`src/sv/fet_ram.sv`:
```
`timescale 1ns / 1ps
// ----------------------------------------------------------------------------
// fet_ram
// Generic single-write, single-read synchronous RAM with a registered read.
// ----------------------------------------------------------------------------
module fet_ram #(
  parameter int unsigned WIDTH = 32,
  parameter int unsigned DEPTH = 16,
  localparam int unsigned ADDR_W = (DEPTH > 1) ? $clog2(DEPTH) : 1
) (
  input  logic              clk_i,
  input  logic              we_i,
  input  logic [ADDR_W-1:0] waddr_i,
  input  logic [WIDTH-1:0]  wdata_i,
  input  logic              re_i,
  input  logic [ADDR_W-1:0] raddr_i,
  output logic [WIDTH-1:0]  rdata_o
);

  logic [WIDTH-1:0] mem_q [DEPTH];
  logic [WIDTH-1:0] rdata_q;

  // write port
  always_ff @(posedge clk_i) begin
    if (we_i) begin
      mem_q[waddr_i] <= wdata_i;
    end
  end

  // registered read port
  always_ff @(posedge clk_i) begin
    if (re_i) begin
      rdata_q <= mem_q[raddr_i];
    end
  end

  assign rdata_o = rdata_q;

endmodule

```
`config.mk`:
```
export PLATFORM = sky130hd
export DESIGN_NAME = fet_ram
export DESIGN_NICKNAME = d
export VERILOG_FILES = /design/src/sv/fet_ram.sv
export SDC_FILE = /design/constraint.sdc
export NUM_CORES = 1
export LEC_CHECK = 0
export ABC_CLOCK_PERIOD_IN_PS = 7110
export BUFFER_PORTS_ARGS = -buffer_cell sky130_fd_sc_hd__buf_2
export CORE_ASPECT_RATIO = 1.2
export CORE_UTILIZATION = 60
export CTS_CLUSTER_SIZE = 8
export DETAILED_ROUTE_END_ITERATION = 8
export MAX_ROUTING_LAYER = met4
export PLACE_DENSITY_LB_ADDON = 0.25
export SLEW_MARGIN = 20
export SYNTH_ARGS = -nofsm -noshare
export SYNTH_HDL_FRONTEND = slang
export SYNTH_SLANG_ARGS = --single-unit
export TNS_END_PERCENT = 1
```
`constraint.sdc`:
```
create_clock -name clk_i -period 7.11 [get_ports clk_i]
set_clock_uncertainty 0.15 [all_clocks]
set_input_delay 0.711 -clock clk_i [delete_from_list [all_inputs] [get_ports clk_i]]
set_output_delay 0.711 -clock clk_i [all_outputs]
set_load 0.01 [all_outputs]
```
==> flow_metrics.py, run 1 <==
metrics = {
    "yosys": {
        "async_flop_share_pct": 0,
        "synth_commonest_cells": "edfxtp_1 (544), mux4_2 (128), a22oi_1 (64)",
        "synth_seq_cells": 544,
        "synth-seq-area-share_pct": 81.0,
        "yosysMostFrequentCell": "edfxtp_1",
        "synthCells": 838,
        "synth_edf_count": 544,
        "synth_top_area_share_pct": 81.0,
        "netlist_area_sq_um": 20200,
        "synth-main-ff-cell": "edfxtp_1",
        "synth_top_area_cell": "edfxtp_1",
        "synthDistinctLibCells": 17,
        "synth_warnings": 0,
        "synthesis.nets": 881,
        "syn_avg_cell_area_sq_um": 24.1,
        "yosys-top-cells-area": "edfxtp_1 (81%), mux4_2 (14%), a22oi_1 (2.4%), nand2_1 (0.61%), buf_4 (0.41%)",
    },
    "place": {
        "placed_area_sq_um": 21200,
        "dp_hpwl_mm": 19.0,
        "io_buffer_count": 74,
        "place_congestion": 0.716,
        "dp_slack_ps": 3620,
    },
    "clocking": {
        "hold_buffers": 0,
        "cts_sinks": 544,
        "cts_setup_buffers": 0,
        "cts_root_buf": "clkbuf_16",
        "cts_buffers": 77,
        "tritoncts": "done",
        "post_cts_resized": 0,
        "cts_max_path_buffers": 3,
        "clock_latency_ps": 550,
        "clk_pin_slew_worst_paths_ps": 50,
        "htree_levels": 3,
    },
    "worst_setup_path": {
        "endpoint_kind": "flip-flop",
        "required_ps": 7260,
        "crit_type": "in -> reg",
        "reg2reg_from": "mem_q[10][23]$_DFFE_PP_",
        "reg2reg_to": "rdata_o[23]$_DFFE_PP_",
        "r2r_slack_ps": 5450,
        "r2r_cells": 3,
        "start_kind": "input port",
        "cp.arrival_ps": 2970,
        "critPathMaxFanout": 59,
    },
    "layout": {
        "finalNetCount": 1015,
        "post-route-util_pct": 70.0,
        "final_area_sq_um": 23200,
        "final_layout_size_suffix_gt1_share_pct": 33.6,
        "area_growth_pct": 15.0,
    },
    "floorplanning": {
        "dieArea_sq_um": 34400,
        "io_pins": 75,
        "die_h_microns": 203,
        "core_region_area_sq_um": 33200,
        "die-width_microns": 169,
        "start_util_pct": 60.8,
        "num_rows": 73,
    },
    "routing": {
        "post_drt_via_cell_ratio": 6.48,
        "num_vias": 9241,
        "dr.pass1.iters": 5,
        "drt-total-wl_mm": 41.3,
        "drt_iter0_markers": 1092,
        "route.detailed.drc": 0,
        "ant_nets": 0,
        "routedWlPerCell_microns": 28.9,
    },
    "power": {
        "leakage_nw": 7.48,
        "pwr-share-clk_pct": 44.0,
        "pwr-share-seq_pct": 51.7,
        "comb_power_share_pct": 4.3,
        "switching_share_pct": 19.5,
        "power.density_nw_per_um2": 304,
        "p_int_w": 0.00568,
        "p_sw_w": 0.00138,
        "ir_drop_mv": 0.182,
    },
    "timing": {
        "rsz0062_at_grt": "no",
        "maxSlewViolCount": 0,
        "fin_crit_sh_pct": 39.7,
        "finalSetupTns_ps": 0,
        "hold_viol": 0,
        "max_slew_margin_pct": 33.9,
        "whs_ps": 375,
        "max_freq_ghz": 0.354,
        "setup_ws_ps": 4290,
        "setup_violations": 0,
        "period_needed_ps": 2820,
        "tightest_slew_ps": 991,
    },
    "hold_path": {
        "whs_endpoint": "mem_q[6][30]$_DFFE_PP_",
        "holdCritStartpoint": "wdata_i[30]",
        "hold_depth": 1,
        "hold_path_class": "in -> reg",
    },
    "grt": {
        "grt_use_total_pct": 26.3,
        "grt_max_degree": 60,
        "grt_pass1_wl_mm": 61.4,
        "antenna_found_initial": 3,
        "first_global_vias": 9827,
        "grt.overflow.total": 0,
    },
    "flow_run": {
        "cap_viol_max_count": 0,
    },
    "status": {
        "outcome": "finished clean",
    },
}
routing by layer:
layer	part of all wire, %	GRT usage [%]	vias to the layer above
met5	0	-	-
met2	50	40.3	468
met3	8.6	5.22	92
met1	39	36.0	4846
li1	-	-	3835
met4	2.8	9.46	0
power groups by stage:
stage               Combinational [W]  Clock (W)  Sequential [W]
finish                       0.000304    0.00310         0.00364
floorplan                    0.000172          0         0.00370
CTS                          0.000308    0.00315         0.00364
global route                 0.000328    0.00328         0.00365
detailed placement           0.000306          0         0.00370
global placement             0.000299          0         0.00370
area by class of cell:
class                      count  area, sq um
sequential                   544        16300
clock buffer                  79         1980
multi-input combinational    251         3750
clock inverter                 1         8.76
fill                        1923         9950
tap                          450          563
antenna                        4         10.0
timing repair buffer          98          562
state kept, by name, summed over array words and instances (netlist names):
| name | count |
|---|---|
| mem_q | 512 |
| rdata_o | 32 |
layout by cell type, fill, tap and decap left out, drive strengths merged:
cell	n
edfxtp	544
mux4	128
buf	97
clkbuf	80
a22oi	64
nand2	33
nor2	13
diode	4
nor3	4
nor2b	2
nand3b	2
nand2b	2
and2	1
nand3	1
or3b	1
inv	1
cell families (layout without fill, tap and decap cells):
family                 count (synthesis)  count (layout)  synth area share [%]
AOI/OAI and AO/OA                     64              64                  2.38
buffers and inverters                 43             178                  1.10
DFF                                  544             544                  81.0
muxes                                128             128                  14.3
other                                  0               4                     0
and+or+nand+nor                       59              59                  1.25
through the flow:
step                total power, W  std cells
CTS                        0.00710       1423
global route               0.00725       1426
detailed placement         0.00401       1343
floorplan                  0.00388        838
finish                     0.00705       1427
global placement           0.00400       1343
how the worst max path moves through the flow:
stage,from,to,slack [ps]
floorplan,waddr_i[2],mem_q[0][0]$_DFFE_PP_,3070
finish,raddr_i[0],rdata_o[7]$_DFFE_PP_,4290
CTS,raddr_i[0],rdata_o[9]$_DFFE_PP_,4210
detailed placement,raddr_i[0],rdata_o[12]$_DFFE_PP_,3620
global placement,raddr_i[0],rdata_o[7]$_DFFE_PP_,3650
global route,raddr_i[0],rdata_o[12]$_DFFE_PP_,4060
critical path: stages:
cell	delay [ps]
clkbuf_8	540
buf_4	720
mux4_2	590
a22oi_1	240
nand2_1	80
Note: power is estimated with default switching activity, not from simulation.
==> inputs of run 2 (changes only) <==
ABC_CLOCK_PERIOD_IN_PS = 2900   (was 7110)
clock period = 2.9 ns   (was 7.11 ns; I/O delays follow)
==> run 2 against run 1 <==
Against the previous run:
- first-iteration DRC count increased by 7.1%
- flip-flop and latch count unchanged
- count of clock-buffer cells in the layout did not move
- wire length is 6.5% higher
- critical endpoint is now rdata_o[31]$_DFFE_PP_
- core utilization grew 2.2 points
- register-to-register slack got worse by 4200 ps
- clock power up 150%
- power is 150% higher
- hold slack got worse by 250 ps
- critical path depth is the same
- via count grew 3.6%
- die area unchanged
==> flow_metrics.py, run 2 (synthesized netlist as in run 1, its figures left out) <==
metrics = {
    "status": {
        "outcome": "finished clean",
    },
    "layout": {
        "finalNetCount": 1059,
        "antennaDiodeCount": 0,
        "multi_input_area_sq_um": 3760,
        "largest-register": "mem_q",
        "ff_latch_area_sq_um": 16300,
        "final.fill_count": 1846,
        "largest_reg_flops": 512,
        "layout_common_cells": "edfxtp_1 (544), mux4_2 (128), clkbuf_16 (79)",
        "final_common_cell": "edfxtp_1",
        "final_layout_size_suffix_gt1_share_pct": 33.6,
        "layout.cells.non_filler": 1471,
        "area_growth_pct": 18.6,
    },
    "worst_setup_path": {
        "reg2reg_from": "mem_q[3][31]$_DFFE_PP_",
        "required_ps": 3060,
        "r2r_cells": 3,
        "cp_slowest_cell": "mux4_2",
        "cp.arrival_ps": 1900,
        "critPathCapture": "rdata_o[31]$_DFFE_PP_",
        "crit_start": "raddr_i[0]",
        "start_kind": "input port",
        "cp.depth": 5,
        "cp_num_buf_inv": 2,
        "reg2reg_to": "rdata_o[31]$_DFFE_PP_",
        "critPathMaxFanout": 30,
        "path_cells": "clkbuf_8 > buf_4 > mux4_2 > a22oi_1 > nand2_1",
        "max_stage_delay_ps": 580,
        "r2r_slack_ps": 1260,
        "crit_type": "in -> reg",
        "endpoint_kind": "flip-flop",
        "crit_family": "buffers and inverters",
    },
    "floorplanning": {
        "core_region_area_sq_um": 33200,
        "dieArea_sq_um": 34400,
        "die-width_microns": 169,
        "num_rows": 73,
        "start_util_pct": 60.8,
        "die_h_microns": 203,
        "io_pins": 75,
    },
    "routing": {
        "route.detailed.drc": 0,
        "ant_nets": 0,
        "drt-total-wl_mm": 44.0,
        "num_vias": 9574,
        "drt_iter0_markers": 1170,
        "post_drt_via_cell_ratio": 6.51,
        "dr.pass1.iters": 5,
        "routedWlPerCell_microns": 29.9,
    },
    "clocking": {
        "tritoncts": "done",
        "clk_pin_slew_worst_paths_ps": 50,
        "cts_setup_buffers": 0,
        "cts_sinks": 544,
        "htree_levels": 3,
        "cts_buffers": 77,
        "clock_latency_ps": 570,
        "cts_max_path_buffers": 3,
        "cts_root_buf": "clkbuf_16",
    },
    "place": {
        "dp_hpwl_mm": 20.0,
        "place_congestion": 0.720,
        "io_buffer_count": 74,
        "dp_slack_ps": 616,
        "dp_cells": 1355,
    },
    "grt": {
        "grt_pass1_wl_mm": 64.3,
        "grt.overflow.total": 0,
        "antenna_found_initial": 0,
        "grt_use_total_pct": 27.8,
        "first_global_vias": 10200,
        "grt_max_degree": 62,
    },
    "timing": {
        "max_freq_ghz": 0.577,
        "max_slew_margin_pct": 44.6,
        "whs_ps": 126,
        "hold_viol": 0,
        "period_needed_ps": 1730,
        "setup_violations": 0,
        "finalSetupTns_ps": 0,
        "tightest_slew_ps": 831,
        "setup_ws_ps": 1170,
        "maxSlewViolCount": 0,
        "rsz0062_at_grt": "no",
        "fin_crit_sh_pct": 59.8,
    },
    "power": {
        "ir_drop_mv": 0.488,
        "leakage_nw": 7.77,
        "power.density_nw_per_um2": 729,
    },
    "flow_run": {
        "cap_viol_max_count": 0,
    },
    "hold_path": {
        "hold_path_class": "in -> reg",
    },
}
## run 2: cell type report
| cell class | instances | area share [%] |
|---|---|---|
| clock buffer | 79 | 8.26 |
| clock inverter | 5 | 0.183 |
| multi-input combinational | 251 | 15.7 |
| sequential | 544 | 68.2 |
| tap | 450 | 2.35 |
| timing repair buffer | 142 | 5.26 |
## run 2: where the power goes
group	switching, W	internal (W)	total, W
sequential	0.0000565	0.00888	0.00894
clock	0.00292	0.00476	0.00768
combinational	0.000472	0.000360	0.000832
## run 2: worst min-delay path by stage
stage                     depth (start not counted)  slack [ps]        start                       to
after global placement                            1         510  wdata_i[19]   mem_q[2][19]$_DFFE_PP_
after global routing                              1         110         re_i    rdata_o[27]$_DFFE_PP_
after floorplan                                   0         240   wdata_i[0]    mem_q[0][0]$_DFFE_PP_
after CTS                                         1         100         re_i    rdata_o[30]$_DFFE_PP_
final                                             1         130         re_i    rdata_o[27]$_DFFE_PP_
after detailed placement                          1         520  wdata_i[23]  mem_q[13][23]$_DFFE_PP_
## run 2: through the flow
step / instance area (sq um) / utilization (%) / power, W
6_report: 23900 / 72.2 / 0.0175
5_1_grt: 23900 / 72.2 / 0.0179
4_1_cts: 23900 / 72.2 / 0.0176
3_5_place_dp: 21600 / 65.1 / 0.00987
3_3_place_gp: 21600 / 65.1 / 0.00985
2_1_floorplan: 20200 / - / 0.00950
## run 2: per-layer routing
metal / track usage (%) / wire length [microns]
met5: - / 0
met4: 10.0 / 1070
met3: 5.65 / 3940
met2: 44.0 / 22500
met1: 36.6 / 16500
## run 2: timing repair
item	CTS	global route
endpoints found under the hold margin	512	0
gates resized for setup	0	0
hold buffers	32	0
