File: config.mk
export PLATFORM = sky130hd
export DESIGN_NAME = fet_mul
export DESIGN_NICKNAME = d
export VERILOG_FILES = /design/src/sv/fet_pkg.sv /design/src/sv/fet_mul.sv
export SDC_FILE = /design/constraint.sdc
export NUM_CORES = 2
export LEC_CHECK = 0
export ABC_AREA = 0
export BUFFER_PORTS_ARGS = -buffer_cell sky130_fd_sc_hd__buf_2
export CAP_MARGIN = 15
export CORE_ASPECT_RATIO = 0.8
export CORE_UTILIZATION = 55
export CTS_CLUSTER_SIZE = 14
export DETAILED_ROUTE_END_ITERATION = 7
export GPL_TIMING_DRIVEN = 0
export HOLD_SLACK_MARGIN = 0.05
export PLACE_DENSITY = 0.72
export SLEW_MARGIN = 10
export SYNTH_ARGS = -nofsm -noshare
export SYNTH_HDL_FRONTEND = slang
export SYNTH_SLANG_ARGS = --single-unit
File: constraint.sdc
create_clock -name clk_i -period 27.8 [get_ports clk_i]
set_input_delay 2.78 -clock clk_i [delete_from_list [all_inputs] [get_ports clk_i]]
set_output_delay 2.78 -clock clk_i [all_outputs]
set_load 0.01 [all_outputs]
File: src/sv/fet_pkg.sv
`timescale 1ns / 1ps
// ----------------------------------------------------------------------------
// fet_pkg
// Shared types, constants and helper functions of the Fourier excitation
// trajectory block: default sizes, register and state codes, multiplier
// handshake structs, the wide saturating add and the quarter-wave sine entry.
// ----------------------------------------------------------------------------
package fet_pkg;

  // default sizes
  localparam int unsigned HARMONIC_COUNT_DEF  = 10;
  localparam int unsigned SINE_TABLE_BITS_DEF = 10;
  localparam int unsigned FRACTION_BITS_DEF   = 16;

  // pi/2 in Q30 for the table series
  localparam logic [63:0] HALF_PI_Q30 = 64'd1686629713;

  // clamp bound of products and partial sums
  localparam logic signed [63:0] WIDE_LIMIT = 64'sh2000_0000_0000_0000;

  // configuration port
  localparam int unsigned CFG_ADDR_W = 2;
  localparam int unsigned CFG_DATA_W = 32;

  typedef enum logic [CFG_ADDR_W-1:0] {
    CFG_PHASE_STEP,
    CFG_OMEGA,
    CFG_OMEGA_RECIP,
    CFG_POS_OFFSET
  } cfg_reg_e;

  typedef enum logic {
    ACT_WRITE = 1'b0,
    ACT_EVAL  = 1'b1
  } action_e;

  typedef enum logic [2:0] {
    ORD_POSITION,
    ORD_VELOCITY,
    ORD_ACCEL,
    ORD_JERK,
    ORD_SNAP
  } order_e;

  typedef enum logic [3:0] {
    S_IDLE,
    S_BASE,
    S_FETCH,
    S_MUL_A,
    S_MUL_B,
    S_DIV,
    S_SQUARE,
    S_CUBE,
    S_MUL_S,
    S_DONE
  } fet_state_e;

  // multiplier request and response
  typedef struct packed {
    logic               start;
    logic signed [63:0] x;
    logic signed [63:0] y;
  } mul_req_t;

  typedef struct packed {
    logic               busy;
    logic               done;
    logic               ovf;
    logic signed [63:0] q;
    logic [31:0]        lo;
  } mul_rsp_t;

  typedef struct packed {
    logic signed [63:0] sum;
    logic               ovf;
  } sat_t;

  // add with clamp to the wide bound
  function automatic sat_t sat_add(logic signed [63:0] a, logic signed [63:0] b);
    logic signed [64:0] s;
    sat_t               r;
    s     = 65'(a) + 65'(b);
    r.ovf = 1'b0;
    r.sum = s[63:0];
    if (s > 65'(WIDE_LIMIT)) begin
      r.sum = WIDE_LIMIT;
      r.ovf = 1'b1;
    end else if (s < -65'(WIDE_LIMIT)) begin
      r.sum = -WIDE_LIMIT;
      r.ovf = 1'b1;
    end
    return r;
  endfunction

  // quarter-wave sine entry j, series in Q30, rounded to fb fraction bits
  function automatic longint quarter_sine(int j, int stb, int fb);
    longint unsigned x;
    longint unsigned x2;
    longint unsigned term;
    longint          sum;
    longint          v;
    x    = (HALF_PI_Q30 * 64'(j)) >> stb;
    x2   = (x * x) >> 30;
    term = x;
    sum  = longint'(x);
    for (int n = 1; n <= 8; n++) begin
      term = (term * x2) >> 30;
      case (n)
        1:       term = term / 64'd6;
        2:       term = term / 64'd20;
        3:       term = term / 64'd42;
        4:       term = term / 64'd72;
        5:       term = term / 64'd110;
        6:       term = term / 64'd156;
        7:       term = term / 64'd210;
        default: term = term / 64'd272;
      endcase
      if ((n % 2) == 1) sum = sum - longint'(term);
      else              sum = sum + longint'(term);
    end
    if (sum < 0) sum = 0;
    v = (sum + (longint'(1) << (29 - fb))) >>> (30 - fb);
    if (v > (longint'(1) << fb)) v = longint'(1) << fb;
    return v;
  endfunction

endpackage

File: src/sv/fet_mul.sv
`timescale 1ns / 1ps
// ----------------------------------------------------------------------------
// fet_mul
// Sequential signed fixed-point multiplier: sign-magnitude 64x64 product
// built from four 32x32 partial products, truncated toward zero after the
// fraction shift and clamped to the wide bound.
// ----------------------------------------------------------------------------
module fet_mul
  import fet_pkg::*;
#(
  parameter int unsigned FRACTION_BITS = FRACTION_BITS_DEF
) (
  input  logic     clk_i,
  input  logic     rst_ni,
  input  mul_req_t req_i,
  output mul_rsp_t rsp_o
);

  localparam logic [2:0] LAST_STEP = 3'd4;

  logic         busy_q;
  logic         done_q;
  logic [2:0]   step_q;
  logic         pp_vld_q;
  logic [1:0]   pp_sh_q;
  logic [63:0]  pp_q;
  logic [127:0] prod_q;
  logic [63:0]  mx_q;
  logic [63:0]  my_q;
  logic         neg_q;

  logic [31:0]  half_x;
  logic [31:0]  half_y;
  logic [127:0] pp_shifted;
  logic [63:0]  q_mag;
  logic         over;
  logic [63:0]  q_clamped;
  logic         start;

  assign start  = req_i.start && !busy_q;
  assign half_x = step_q[1] ? mx_q[63:32] : mx_q[31:0];
  assign half_y = step_q[0] ? my_q[63:32] : my_q[31:0];

  // place a partial product at its weight
  always_comb begin
    case (pp_sh_q)
      2'd0:    pp_shifted = {64'd0, pp_q};
      2'd1:    pp_shifted = {32'd0, pp_q, 32'd0};
      default: pp_shifted = {pp_q, 64'd0};
    endcase
  end

  // control
  always_ff @(posedge clk_i or negedge rst_ni) begin
    if (!rst_ni) begin
      busy_q   <= 1'b0;
      done_q   <= 1'b0;
      step_q   <= '0;
      pp_vld_q <= 1'b0;
    end else begin
      done_q <= 1'b0;
      if (start) begin
        busy_q   <= 1'b1;
        step_q   <= '0;
        pp_vld_q <= 1'b0;
      end else if (busy_q) begin
        if (step_q != LAST_STEP) begin
          step_q   <= step_q + 3'd1;
          pp_vld_q <= 1'b1;
        end else begin
          pp_vld_q <= 1'b0;
          busy_q   <= 1'b0;
          done_q   <= 1'b1;
        end
      end
    end
  end

  // operands, partial products and accumulation
  always_ff @(posedge clk_i) begin
    if (start) begin
      mx_q   <= req_i.x[63] ? 64'(-req_i.x) : 64'(req_i.x);
      my_q   <= req_i.y[63] ? 64'(-req_i.y) : 64'(req_i.y);
      neg_q  <= req_i.x[63] ^ req_i.y[63];
      prod_q <= '0;
    end else if (busy_q) begin
      if (step_q != LAST_STEP) begin
        pp_q    <= 64'(half_x) * 64'(half_y);
        pp_sh_q <= {1'b0, step_q[1]} + {1'b0, step_q[0]};
      end
      if (pp_vld_q) begin
        prod_q <= prod_q + pp_shifted;
      end
    end
  end

  // fraction shift, clamp and sign
  assign q_mag     = prod_q[FRACTION_BITS+63:FRACTION_BITS];
  assign over      = (|prod_q[127:64+FRACTION_BITS]) || (q_mag > 64'(WIDE_LIMIT));
  assign q_clamped = over ? 64'(WIDE_LIMIT) : q_mag;

  assign rsp_o.busy = busy_q;
  assign rsp_o.done = done_q;
  assign rsp_o.ovf  = over;
  assign rsp_o.q    = neg_q ? -$signed(q_clamped) : $signed(q_clamped);
  assign rsp_o.lo   = prod_q[31:0];

endmodule

==> results_dict.tcl <==
set metrics [dict create \
    status "finished, final reports clean" \
    dr.pass1.iters 7 \
    fin_tns_setup_ns 0 \
    slew_headroom_pct 5.49 \
    avgSynthCellArea_sq_um 8.60 \
    synthXorXnorAreaFrac_pct 5.04 \
    ctsResizeCount 0 \
    ys_types 83 \
    grt_overflow 0 \
    synth_area_leaders "fa_1 (31%), edfxtp_1 (10%), ha_1 (8.6%), inv_1 (6.0%), nand2_1 (5.7%)" \
    grt_pass1_vias 49882 \
    synth_seq_cells 329 \
    maxCapViolCount 0 \
    num_vias 53233 \
    die_x_microns 363 \
    synth_most_common_cell "inv_1" \
    cts_tree "yes" \
    synth_edf_count 195 \
    slowest_delay_ns 1.03 \
    dpl-instance-area_sq_um 60700 \
    grt_pass1_wl_microns 344000 \
    wl_met2_microns 90800 \
    final_antenna_net_count 0 \
    tightestPinTransition_ns 1.40 \
    clock_latency_ns 0.61 \
    worstSetupPathType "register to register" \
    n_fill_cell 9314 \
    final_layout_size_suffix_gt1_share_pct 7.37 \
    critPathMostFrequentCell "fa_1" \
    synthTopCellsByCount "inv_1 (911), fa_1 (897), nand2_1 (876)" \
    antenna_found_initial 23 \
    place.port_buffers 227 \
    grt_max_degree 40 \
    start_kind "register" \
    place_ws_ns 15.19 \
    fin_nets 8393 \
    dr_wl_met3_microns 42500 \
    async_flop_share_pct 1.82 \
    drc 0 \
    clk_path_buf_depth 3 \
    rsz0062_at_grt "false" \
    cts_buffers 39 \
    post_cts_buffers 0 \
    wl_per_cell_microns 29.0 \
    dp_hpwl_microns 203000 \
    core_area_sq_um 103000 \
    synth_top_cell_by_area "fa_1" \
    fin_crit_sh_pct 47.3 \
    end_kind "register" \
    routedLengthMet1_microns 98500 \
    grt_util_all_layers_pct 45.6 \
    start_util_pct 55.7 \
    synth_cells 6664 \
    finalWirelength_microns 243000 \
    die_area_sq_um 105000 \
    die_h_microns 291 \
    multi_input_area_sq_um 43900 \
    row_count 105 \
    final-hold-violation-count 0 \
    finalInstanceArea_sq_um 62100 \
    clk_pin_slew_worst_paths_ns 0.06 \
    seqCellArea_sq_um 8570 \
    clkSinkCount 329 \
    ys.flop_type "edfxtp_1" \
    slew_violations 0 \
    drtIter0Drc 7608 \
    gp_congestion 1.08 \
    finalSetupViolCount 0 \
    critPathMaxFanout 10 \
    cpMaxStageDelayCell "clkbuf_1" \
    ctsHoldBuffers 0 \
    period_minus_slack_ns 13.16 \
    synth_mux_area_share_pct 2.88 \
    finClkSkew_ns 0.0215 \
    synth_top_family_by_area "adder cells" \
    max_freq_ghz 0.0760 \
    syn_area_sq_um 57300 \
    cts_max_level 2 \
    hp-class "register to register" \
    cts_root_buffer "clkbuf_16" \
    yosys.area_share.simple_pct 16.7 \
    crit_required_ns 28.14 \
    syn-num-nets 8087 \
    synth.top_cell.area_share_pct 31.3 \
    fin_ws_ns 14.64 \
    synth_compound_area_share_pct 11.7 \
    synth_warnings 0 \
    ios 230 \
    top_layer_used "met5" \
    timing.hold.ws_ns 0.484 \
    synth_fa_ha_area_share_pct 40.0 \
    arrival_ns 13.50 \
    routed_via_density 6.34 \
    seq_area_frac_synth_pct 15.0 \
    areaGrowthSynthToFinish_pct 8.31 \
]
-- per-stage QoR --
step | util (%) | instances
floorplan | - | 6664
global placement | 58.5 | 8282
detailed placement | 59.0 | 8312
CTS | 60.2 | 8380
global route | 60.3 | 8388
finish | 60.3 | 8396
-- cells in the final DEF, fill, tap and decap left out, types with 25 or more instances in the layout --
cell,n
a21o_1,78
a21oi_1,341
a22o_1,37
a311oi_1,26
and2_1,81
and3_1,26
buf_2,229
buf_4,39
clkbuf_1,318
clkbuf_16,39
dfxtp_1,128
edfxtp_1,195
fa_1,897
ha_1,395
inv_1,911
mux2_2,62
mux2i_1,69
mux2i_2,26
nand2_1,876
nand2b_1,30
nand3_1,49
nand4_1,91
nor2_1,795
nor3_1,71
nor4_1,37
o21a_1,34
o21ai_0,268
o21bai_1,51
o31ai_1,55
o41ai_1,36
or3_1,36
or4_1,25
xnor2_1,232
xor2_1,98
-- cell type report --
type | instances | area share [%]
Multi-Input combinational cell | 5045 | 70.7
Sequential cell | 329 | 13.8
Inverter | 913 | 5.52
Tap cell | 1391 | 2.80
Timing Repair Buffer | 265 | 2.64
Buffer | 377 | 2.51
Clock buffer | 49 | 1.70
Clock inverter | 19 | 0.292
Antenna cell | 8 | 0.0323
-- state kept, by name (all words and copies together), names as in the netlist --
| signal | count |
|---|---|
| prod_q | 128 |
| mx_q | 64 |
| my_q | 64 |
| pp_q | 64 |
| step_q | 3 |
| pp_sh_q | 2 |
| busy_q | 1 |
| done_q | 1 |
| neg_q | 1 |
| pp_vld_q | 1 |
-- critical path, delay by kind of cell, from the launching register on --
| kind | cells | cell delay (ns) |
|---|---|---|
| AOI/OAI and AO/OA | 8 | 3.29 |
| xor gates and xnor gates | 1 | 0.10 |
| adders and majority gates | 9 | 4.40 |
| buffers and inverters | 7 | 3.12 |
| DFF | 1 | 0.52 |
| muxes | 1 | 1.02 |
| and+or+nand+nor | 2 | 0.42 |
-- final timing paths --
| check | from | to | slack (ns) | cells past startpoint |
|---|---|---|---|---|
| min reg2reg | prod_q[94] | prod_q[94] | 0.48 | 2 |
| max | step_q[0] | pp_q[62] | 14.64 | 28 |
| min in group asynchronous | rst_ni | pp_vld_q | 2.01 | 1 |
| max reg2reg | step_q[0] | pp_q[62] | 14.64 | 28 |
| min | prod_q[94] | prod_q[94] | 0.48 | 2 |
| max in group asynchronous | rst_ni | done_q | 25.60 | 1 |
-- layer usage --
metal,up-vias,global-route usage (%)
li1,22305,-
met1,26279,66.0
met2,4019,57.6
met3,614,21.5
met4,16,17.8
met5,-,1.28
-- cells by family after synthesis --
kind of cell / count (synthesis)
AOI/OAI and AO/OA: 1067
and+or+nand+nor: 2199
DFF: 329
adders and majority gates: 1292
muxes: 157
xor gates and xnor gates: 330
buffers and inverters: 1290
Power is not shown: default switching activity piles up to over one toggle a cycle in this logic, so the estimate is an artifact.
